### src/rtl/lbo_pkg.sv
// Shared types and constants for the LED blink / one-shot controller.
package lbo_pkg;

   // Duration or count code that means "forever".
   localparam logic [31:0] INFINITE_CODE_DEFAULT = 32'hFFFF_FFFF;

   typedef struct packed {
      logic        func;
      logic [31:0] interval_ms;
      logic [31:0] flash_count;
   } req_type;

   typedef struct packed {
      logic led_level;
      logic timer_running;
   } rsp_type;

   // Item kinds carried in the func field.
   localparam logic FUNC_TICK    = 1'b0;
   localparam logic FUNC_COMMAND = 1'b1;

endpackage

### src/rtl/lbo_core.sv
// LED state and timer update: one item per enabled cycle, result returned as next state.
module lbo_core #(
   parameter logic [31:0] INFINITE_CODE = lbo_pkg::INFINITE_CODE_DEFAULT
) (
   input  logic             clock,
   input  logic             reset,
   input  logic             step_en,
   input  lbo_pkg::req_type item,
   output lbo_pkg::rsp_type result
);
   import lbo_pkg::*;

   typedef enum logic [1:0] {
      MODE_IDLE          = 2'd0,
      MODE_ONESHOT       = 2'd1,
      MODE_BLINK_FINITE  = 2'd2,
      MODE_BLINK_ENDLESS = 2'd3
   } mode_type;

   logic        led_ff, led_in;
   mode_type    mode_ff, mode_in;
   logic [32:0] toggles_ff, toggles_in;
   logic [31:0] elapsed_ff, elapsed_in;
   logic [31:0] period_ff, period_in;

   logic [32:0] elapsed_inc;
   logic [32:0] toggles_dec;
   logic [30:0] interval_halved;

   assign elapsed_inc     = {1'b0, elapsed_ff} + 33'd1;
   assign toggles_dec     = toggles_ff - 33'd1;
   assign interval_halved = item.interval_ms[31:1];

   always_comb begin
      led_in     = led_ff;
      mode_in    = mode_ff;
      toggles_in = toggles_ff;
      elapsed_in = elapsed_ff;
      period_in  = period_ff;
      if (item.func == FUNC_COMMAND) begin
         // every command stops the running timer first
         mode_in    = MODE_IDLE;
         toggles_in = '0;
         elapsed_in = '0;
         period_in  = '0;
         if (item.interval_ms == 32'd0) begin
            led_in = 1'b0;
         end else if (item.interval_ms == INFINITE_CODE && item.flash_count == 32'd0) begin
            led_in = 1'b1;
         end else if (item.flash_count == 32'd0) begin
            led_in    = 1'b1;
            mode_in   = MODE_ONESHOT;
            period_in = item.interval_ms;
         end else begin
            if (item.flash_count != INFINITE_CODE) begin
               mode_in    = MODE_BLINK_FINITE;
               toggles_in = {item.flash_count, 1'b0};
            end else begin
               mode_in = MODE_BLINK_ENDLESS;
            end
            period_in = (interval_halved == 31'd0) ? 32'd1 : {1'b0, interval_halved};
         end
      end else if (mode_ff != MODE_IDLE) begin
         if (elapsed_inc >= {1'b0, period_ff}) begin
            elapsed_in = '0;
            if (mode_ff == MODE_ONESHOT) begin
               led_in    = 1'b0;
               mode_in   = MODE_IDLE;
               period_in = '0;
            end else begin
               led_in = ~led_ff;
               if (mode_ff == MODE_BLINK_FINITE) begin
                  if (toggles_dec == 33'd0) begin
                     led_in     = 1'b0;
                     mode_in    = MODE_IDLE;
                     toggles_in = '0;
                     period_in  = '0;
                  end else begin
                     toggles_in = toggles_dec;
                  end
               end
            end
         end else begin
            elapsed_in = elapsed_inc[31:0];
         end
      end
   end

   always_ff @(posedge clock) begin
      if (reset) begin
         led_ff     <= 1'b0;
         mode_ff    <= MODE_IDLE;
         toggles_ff <= '0;
         elapsed_ff <= '0;
         period_ff  <= '0;
      end else if (step_en) begin
         led_ff     <= led_in;
         mode_ff    <= mode_in;
         toggles_ff <= toggles_in;
         elapsed_ff <= elapsed_in;
         period_ff  <= period_in;
      end
   end

   assign result.led_level     = led_in;
   assign result.timer_running = (mode_in != MODE_IDLE);

`ifndef SYNTHESIS
   a_idle_clear: assert property (@(posedge clock) disable iff (reset)
      mode_ff == MODE_IDLE |-> toggles_ff == 33'd0 && elapsed_ff == 32'd0 && period_ff == 32'd0)
      else $error("idle with timer state left over");
   a_finite_left: assert property (@(posedge clock) disable iff (reset)
      mode_ff == MODE_BLINK_FINITE |-> toggles_ff != 33'd0)
      else $error("finite blink with no toggles left");
   a_period_set: assert property (@(posedge clock) disable iff (reset)
      mode_ff != MODE_IDLE |-> period_ff != 32'd0)
      else $error("running timer with zero period");
   a_elapsed_below: assert property (@(posedge clock) disable iff (reset)
      mode_ff != MODE_IDLE |-> elapsed_ff < period_ff)
      else $error("elapsed count passed the period");
`endif

endmodule

### src/rtl/led_blink_oneshot_controller.sv
// Top level of the LED blink / one-shot controller: transfer handshakes around the core.
// Each request is a one-millisecond tick or a control command; each produces exactly one
// response carrying the LED level and whether a one-shot or blink timer is running after
// that item. A command stops the timer and selects off (interval 0), steady on (infinite
// interval, count 0), one-shot (lit for interval ms) or blink (toggle every interval/2 ms,
// at least 1; 2*count toggles then off, or endless for an infinite count). Throughput is one
// transfer per cycle while the response side does not stall: the request lands in the request
// register on the transfer edge, and once the response register can take a result the state
// update lands in the core registers and the response register together. A stalled
// response stalls the request side only once the request register is also full.
module led_blink_oneshot_controller #(
   parameter logic [31:0] INFINITE_CODE = lbo_pkg::INFINITE_CODE_DEFAULT
) (
   input  logic             clock,
   input  logic             reset,
   input  logic             req_valid,
   output logic             req_stall,
   input  lbo_pkg::req_type req_data,
   output logic             rsp_valid,
   input  logic             rsp_stall,
   output lbo_pkg::rsp_type rsp_data
);
   import lbo_pkg::*;

   logic    in_valid_ff, in_valid_in;
   req_type in_data_ff;
   logic    rsp_valid_ff, rsp_valid_in;
   rsp_type rsp_data_ff;
   rsp_type core_result;

   logic advance;   // response register can take a new result this cycle
   logic step_en;   // held request is processed this cycle
   logic req_take;  // request transfer

   assign advance   = !rsp_valid_ff || !rsp_stall;
   assign step_en   = in_valid_ff && advance;
   assign req_stall = in_valid_ff && !advance;
   assign req_take  = req_valid && !req_stall;

   // request register empties when its item moves on, refills on a transfer
   assign in_valid_in  = req_take || (in_valid_ff && !advance);
   // response stays while stalled, replaced when a new result arrives
   assign rsp_valid_in = step_en || (rsp_valid_ff && rsp_stall);

   lbo_core #(
      .INFINITE_CODE(INFINITE_CODE)
   ) u_core (
      .clock  (clock),
      .reset  (reset),
      .step_en(step_en),
      .item   (in_data_ff),
      .result (core_result)
   );

   always_ff @(posedge clock) begin
      if (reset) begin
         in_valid_ff  <= 1'b0;
         rsp_valid_ff <= 1'b0;
      end else begin
         in_valid_ff  <= in_valid_in;
         rsp_valid_ff <= rsp_valid_in;
      end
   end

   always_ff @(posedge clock) begin
      if (req_take) begin
         in_data_ff <= req_data;
      end
      if (step_en) begin
         rsp_data_ff <= core_result;
      end
   end

   assign rsp_valid = rsp_valid_ff;
   assign rsp_data  = rsp_data_ff;

`ifndef SYNTHESIS
   a_no_overrun: assert property (@(posedge clock) disable iff (reset)
      in_valid_ff && !advance |=> in_valid_ff && $stable(in_data_ff))
      else $error("held request lost while response stalled");
   a_rsp_from_step: assert property (@(posedge clock) disable iff (reset)
      $past(step_en) && !$past(reset) |-> rsp_valid_ff)
      else $error("processed request produced no response");
   a_no_spurious: assert property (@(posedge clock) disable iff (reset)
      !$past(rsp_valid_ff) && !$past(step_en) && !$past(reset) |-> !rsp_valid_ff)
      else $error("response appeared without a request");
`endif

endmodule

### config.mk
export PLATFORM = sky130hd
export DESIGN_NAME = led_blink_oneshot_controller
export DESIGN_NICKNAME = d
export VERILOG_FILES = /design/src/rtl/lbo_pkg.sv /design/src/rtl/lbo_core.sv /design/src/rtl/led_blink_oneshot_controller.sv
export SDC_FILE = /design/constraint.sdc
export NUM_CORES = 1
export LEC_CHECK = 0
export ABC_CLOCK_PERIOD_IN_PS = 4840
export BUFFER_PORTS_ARGS = -buffer_cell sky130_fd_sc_hd__buf_2
export CAP_MARGIN = 25
export CORE_MARGIN = 2
export CORE_UTILIZATION = 60
export CTS_CLUSTER_SIZE = 16
export DETAILED_ROUTE_END_ITERATION = 6
export GPL_TIMING_DRIVEN = 0
export HOLD_SLACK_MARGIN = 0.06
export PLACE_DENSITY = 0.77
export SYNTH_ARGS = -nofsm -noshare
export SYNTH_HDL_FRONTEND = slang
export SYNTH_SLANG_ARGS = --single-unit
### constraint.sdc
create_clock -name clock -period 4.84 [get_ports clock]
set_input_delay 0.242 -clock clock [delete_from_list [all_inputs] [get_ports clock]]
set_output_delay 0.242 -clock clock [all_outputs]
set_load 0.005 [all_outputs]
Word-level counts from Yosys, hierarchy flattened. Index checks and enable logic that the tools add are counted.

$add $sub $neg: 2. $mul: 0. Divide/modulo/power cells: 0. $lt $le $gt $ge: 1. Equal/unequal tests: 5. Shifts and indexed selects: 0. Multiplexer cells: 42. Bitwise gates (word level): 1. Reductions and logical operators: 26.

Operators with widths (number): $mux W32 (12); $mux W33 (10); $logic_not A32 Y1 (2); $add A32 B1 Y33 const B (1); $ge A33 B32 Y1 (1); $logic_not A33 Y1 (1); $sub A33 B1 Y33 const B (1); $eq A32 B32 Y1 const B (1); $ne A32 B32 Y1 const B (1); $logic_not A31 Y1 (1); $mux W31 (1); $mux W2 (9); $mux W1 (10); $reduce_and A5 Y1 (2); $reduce_bool A2 Y1 (5); $reduce_bool A3 Y1 (2); $logic_and A1 B1 Y1 (5); $logic_not A1 Y1 (4); $logic_or A1 B1 Y1 (3); $eq A2 B1 Y1 const B (1); $eq A2 B2 Y1 const B (1); $ne A2 B2 Y1 const B (1); $reduce_and A2 Y1 (1); $not A1 Y1 (1).

Register bits: 169. Latch bits: 0. Bits in writable memories: 0. Memory bits (read-only): 0. Bits of input ports: 69. Logic and storage cells: 89. Memories kept: 0.

Depth between registers and ports, before layout.
Depth after elaboration: 9. Mapped depth: 19. Gate-level depth less buffers: 15.

By module. From an unflattened synthesis, not the netlist that was laid out.

Cells, all modules: 1035. Area total of the unflattened synthesis: 9795.6 um^2.

By module, submodules not included: lbo_core (instances 1, cells an instance 958, area an instance 7697.4 um^2, seq. area each 2001.9 um^2); led_blink_oneshot_controller (instances 1, cells an instance 77, area an instance 2098.3 um^2, seq. area each 2052.0 um^2).

Worst setup path after synthesis. Ideal clock, no wire load.

Path kind: reg-to-reg. Start: register u_core.elapsed_ff[5]. End: register u_core.elapsed_ff[15]. Arrival: 4.206 ns. Slack: 0.564 ns. Cell stages (with the launch flop): 19. Path buffers: 3. Period minus slack after synthesis: 4.276 ns. Path through: dfxtp_1 -> nand4_1 -> or3b_1 -> clkbuf_1 -> nor2_1 -> nand4_1 -> nor2_1 -> xor2_1 -> ha_1 -> nand4_1 -> nor3_1 -> a41oi_1 -> o31ai_4 -> nor4_1 -> and2_0 -> clkbuf_1 -> clkbuf_1 -> nand3b_1 -> a21oi_1.

Longest elaborated chain between the ends: 5.

Ends and longest elaborated chain: start: declaration (RTL line lbo_core.sv:23) `logic [31:0] elapsed_ff, elapsed_in;`; start signal: assignment (RTL line lbo_core.sv:100) `elapsed_ff <= elapsed_in;`; $add A32 B1 Y33 (*) (RTL line lbo_core.sv:30) `assign elapsed_inc = {1'b0, elapsed_ff} + 33'd1;`; $ge A33 B32 Y1 (RTL line lbo_core.sv:64) `if (elapsed_inc >= {1'b0, period_ff}) begin`; $mux W32 (*) (RTL line lbo_core.sv:64); $mux W32 (*) (RTL line lbo_core.sv:63) `end else if (mode_ff != MODE_IDLE) begin`; $mux W32 (*) (RTL line lbo_core.sv:40) `if (item.func == FUNC_COMMAND) begin`.

Mark *: on every way between the ends. The rest lies on a longest branch, timed or not. The select of a mux whose other input is x is not followed. A chain may end at the register's enable or synchronous reset.

Worst setup path in the final report.
Start: register u_core.elapsed_ff[0]. End: register u_core.toggles_ff[27].

Longest elaborated chain between the ends: 4.

Ends and longest elaborated chain: $add A32 B1 Y33 (RTL line lbo_core.sv:30); $ge A33 B32 Y1 (RTL line lbo_core.sv:64); $reduce_bool A2 Y1 (no line); $reduce_and A5 Y1 (no line); end signal: assignment (RTL line lbo_core.sv:99) `toggles_ff <= toggles_in;`; end: declaration (RTL line lbo_core.sv:22) `logic [32:0] toggles_ff, toggles_in;`.

No other way between the ends.

==> metrics.md <==
| Metric | Value |
|---|---|
| Mean Syn Cell Area | `approximately 9 um^2` |
| Crit-path max cell delay | `0.49 ns` |
| Arr. time, crit path | `slightly above 5 ns` |
| CP startpoint kind | `flip-flop` |
| GRT Total Usage | `0.360` |
| Via count | `between 9,000 and 10,000` |
| Nets | `1,398` |
| Final hold vios | `0` |
| Crit path time final | `about 4.7 ns` |
| Clock latency on the worst-skew pair | `about 0.45 ns` |
| Pleak | `between 4 and 5 nW` |
| Worst hold-check path type | `input pin to flip-flop` |
| Most common cell in the netlist | `dfxtp_1` |
| Seq cells post-synth | `approximately 170` |
| Die H | `between 100 and 150 um` |
| Maximum clock rate | `214 MHz` |
| CTS tree | `yes` |
| WL/cell | `roughly 21 um` |
| Clock skew | `around 0.012 ns` |
| CP endpoint kind | `flip-flop` |
| CORE AREA | `about 17,000 um^2` |
| Clk sink count | `between 150 and 200` |
| Initial Util | `0.612` |
| Slowest CP cell | `nor4b_4` |
| Worst Hold Depth | `3` |
| Synth top area share | `0.201` |
| Reg-to-Reg End | `u_core.toggles_ff[27]` |
| Vias in the first global route | `~9,000` |
| Synth warn | `0` |
| Commonest register cell after synthesis | `dfxtp_1` |
| Hold path start | `rsp_stall` |
| Largest net degree at the start of global routing | `37` |
| DP Worst Slack | `-0.658 ns` |
| First-pass GRT wire length | `50,400 um` |
| Max-Slew Margin vs Limit | `0.344` |
| Routed Wire Length | `about 32,000 um` |
| DRC violations left | `0` |
| Die ar. | `18,000 um^2` |
| Area Overhead vs Synth | `20.4%` |
| Worst Path Max Fanout | `10` |
| Setup slack after layout | `around 0.16 ns` |
| Critical path type | `flip-flop to flip-flop` |
| Post-DRT Antenna Nets | `0` |
| Clock Path Buffers | `2` |
| Outcome | `finished, final reports clean` |
| Power per cell area | `between 300 and 400 nW/um^2` |
| Initial antenna violation count | `1` |
| Setup tns final | `0 ns` |
| R2R Path Start | `u_core.elapsed_ff[0]` |
| N_diodes | `0` |
| Cell mode on critical path | `ha_1` |
| Final core occ | `0.737` |
| Count of unique library cells instantiated by Yosys | `79` |
| Syn Std Cell Area | `~10,000 um^2` |
| Post-synthesis sequential area ratio | `0.399` |
| Top cells by area, synth | `dfxtp_1 (20%), edfxtp_1 (20%), ha_1 (4.3%)` |
| Share of cells above drive strength 1 | `0.158` |
| IO Count | `73` |
| Synth Instances | `1,133` |
| Worst vdd ir | `~0.30 mV` |
| Worst Hold Path EP | `rsp_valid` |
| Maxcap violations | `0` |
| Die width | `134 um` |
| Final Total Pwr | `approximately 0.0040 W` |
| R2R cell count | `15` |
| Critical path, cell by cell | `ha_1, nand4_2, nor4b_4, xor2_1, ha_1, nand4_1, nor4_4, a221oi_2, a31oi_1, o211ai_1, buf_4, a21oi_2, clkbuf_2, nand4b_1, nand3_1` |
| Reg2Reg Setup Slack | `approximately 0.16 ns` |
| Post-synth EDFFs | `67` |
| PortBufs | `71` |
| Final cycle utilization of the critical path | `0.966` |
| Gpl congestion | `between 1 and 1.5` |
| Worst-path clk slew | `0.07 ns` |
| Num rows | `47` |
| Hpwl dp | `about 22,000 um` |
| Clk root buf | `clkbuf_16` |
| CTS buffer count | `17` |
| Worst Path Required | `~5.2 ns` |
| Synthesized Nets | `1,237` |
| Crit path launch | `u_core.elapsed_ff[0]` |
| Worst-margin pin slew | `between 0.9 and 1 ns` |
| Commonest cells post-synth | `dfxtp_1 (102), nand2_1 (90), nand3_1 (70)` |
| Vias per cell | `roughly 6.5` |
| # setup viols final | `0` |
| Drt first pass iters | `7` |
| Async set or reset register ratio after synthesis | `0` |
| Largest area contributor in the netlist | `dfxtp_1` |
| H-tree depth | `4` |
| Iter 0 DRT Violations | `1,442` |
| Grt ovf | `0` |
| Final Max Tran Viols | `0` |
sequential cells by signal, indices dropped and copies added, names as in the netlist:
register,flops
in_data_ff,65
in_valid_ff,1
u_core.mode_ff,2
u_core.period_ff,32
u_core.led_ff,1
rsp_valid,1
rsp_data,2
u_core.toggles_ff,33
u_core.elapsed_ff,32
through the flow:
| step | cells | cell area (um^2) | hold slack (ns) |
|---|---|---|---|
| final | 1527 | 12200 | 0.0572 |
| after global routing | 1527 | 12200 | 0.0894 |
| after CTS | 1522 | 12100 | 0.0601 |
| after detailed placement | 1425 | 10800 | 0.420 |
| after global placement | 1424 | 10800 | 0.418 |
| after floorplan | 1133 | 10200 | 0.341 |
area by class of cell:
class | count | area (um^2)
well taps | 220 | 275
repair buffers | 143 | 1070
multi-input cells | 844 | 5710
clock inverters | 15 | 179
plain buffers | 72 | 332
flip-flops and latches | 169 | 4060
fillers | 1202 | 4360
inverters | 47 | 176
clock buffers | 17 | 425
per-layer routing:
metal	vias up	track usage	routed length, um
met5	-	0	13
met4	2	0.109	765
met3	68	0.0884	3760
met2	639	0.520	13600
met1	4639	0.535	14100
li1	4598	-	-
cell families after synthesis:
logic type,Yosys count,share of synthesized area
simple gates,522,0.296
mux,31,0.0306
flops,169,0.399
compound gates,214,0.146
buf+inv,120,0.0486
xor+xnor,42,0.0362
fa+ha+maj,35,0.0431
where the power goes:
group	leakage (nW)	switching, W	internal [W]
Sequential	1.48	0.0000859	0.00156
Clock	0.295	0.000695	0.000704
Combinational	2.63	0.000591	0.000347
placed cells by master, fill, tap and decap left out, types with 10 or more instances in the layout:
master	synthesis	routed
nand2b_1	37	37
o21ai_0	28	28
or4_1	43	43
nor3_1	27	26
ha_1	35	35
inv_1	47	47
nor4_1	30	28
dfxtp_1	102	101
o311ai_1	30	30
a31oi_1	18	18
a21oi_1	62	61
dlygate4sd3_1	0	66
or3_1	10	10
or2_2	38	38
xor2_1	19	19
mux2i_1	31	31
nor2_1	67	65
buf_2	7	77
edfxtp_1	67	67
nand2_1	90	89
nand3_1	70	70
xnor2_1	23	22
clkbuf_16	0	17
clkbuf_1	59	49
nand4_1	46	46
worst max-delay path: cells and delay by family (launching register included):
family          cells  cell delay (ns)
simple gates        6             1.81
compound gates      4             0.93
fa+ha+maj           2             0.68
buf+inv             2             0.54
flops               1             0.44
xor+xnor            1             0.18
worst max-delay path by stage:
stage / endpoint / cells after the start
floorplan: u_core.elapsed_ff[15] / 18
global placement: u_core.elapsed_ff[31] / 18
detailed placement: u_core.elapsed_ff[2] / 18
CTS: u_core.toggles_ff[22] / 15
global route: u_core.toggles_ff[14] / 17
finish: u_core.toggles_ff[27] / 15
repair_timing:
| action | 4_1_cts | 5_1_grt |
|---|---|---|
| buffers inserted | 0 | 5 |
| pin swaps | 0 | 4 |
| setup endpoints to repair | 99 | 100 |
| resized for setup | 14 | 19 |
| hold buffers | 66 | 0 |
| hold endpoints to repair | 66 | 0 |
Note: power is estimated with default switching activity, not from simulation.
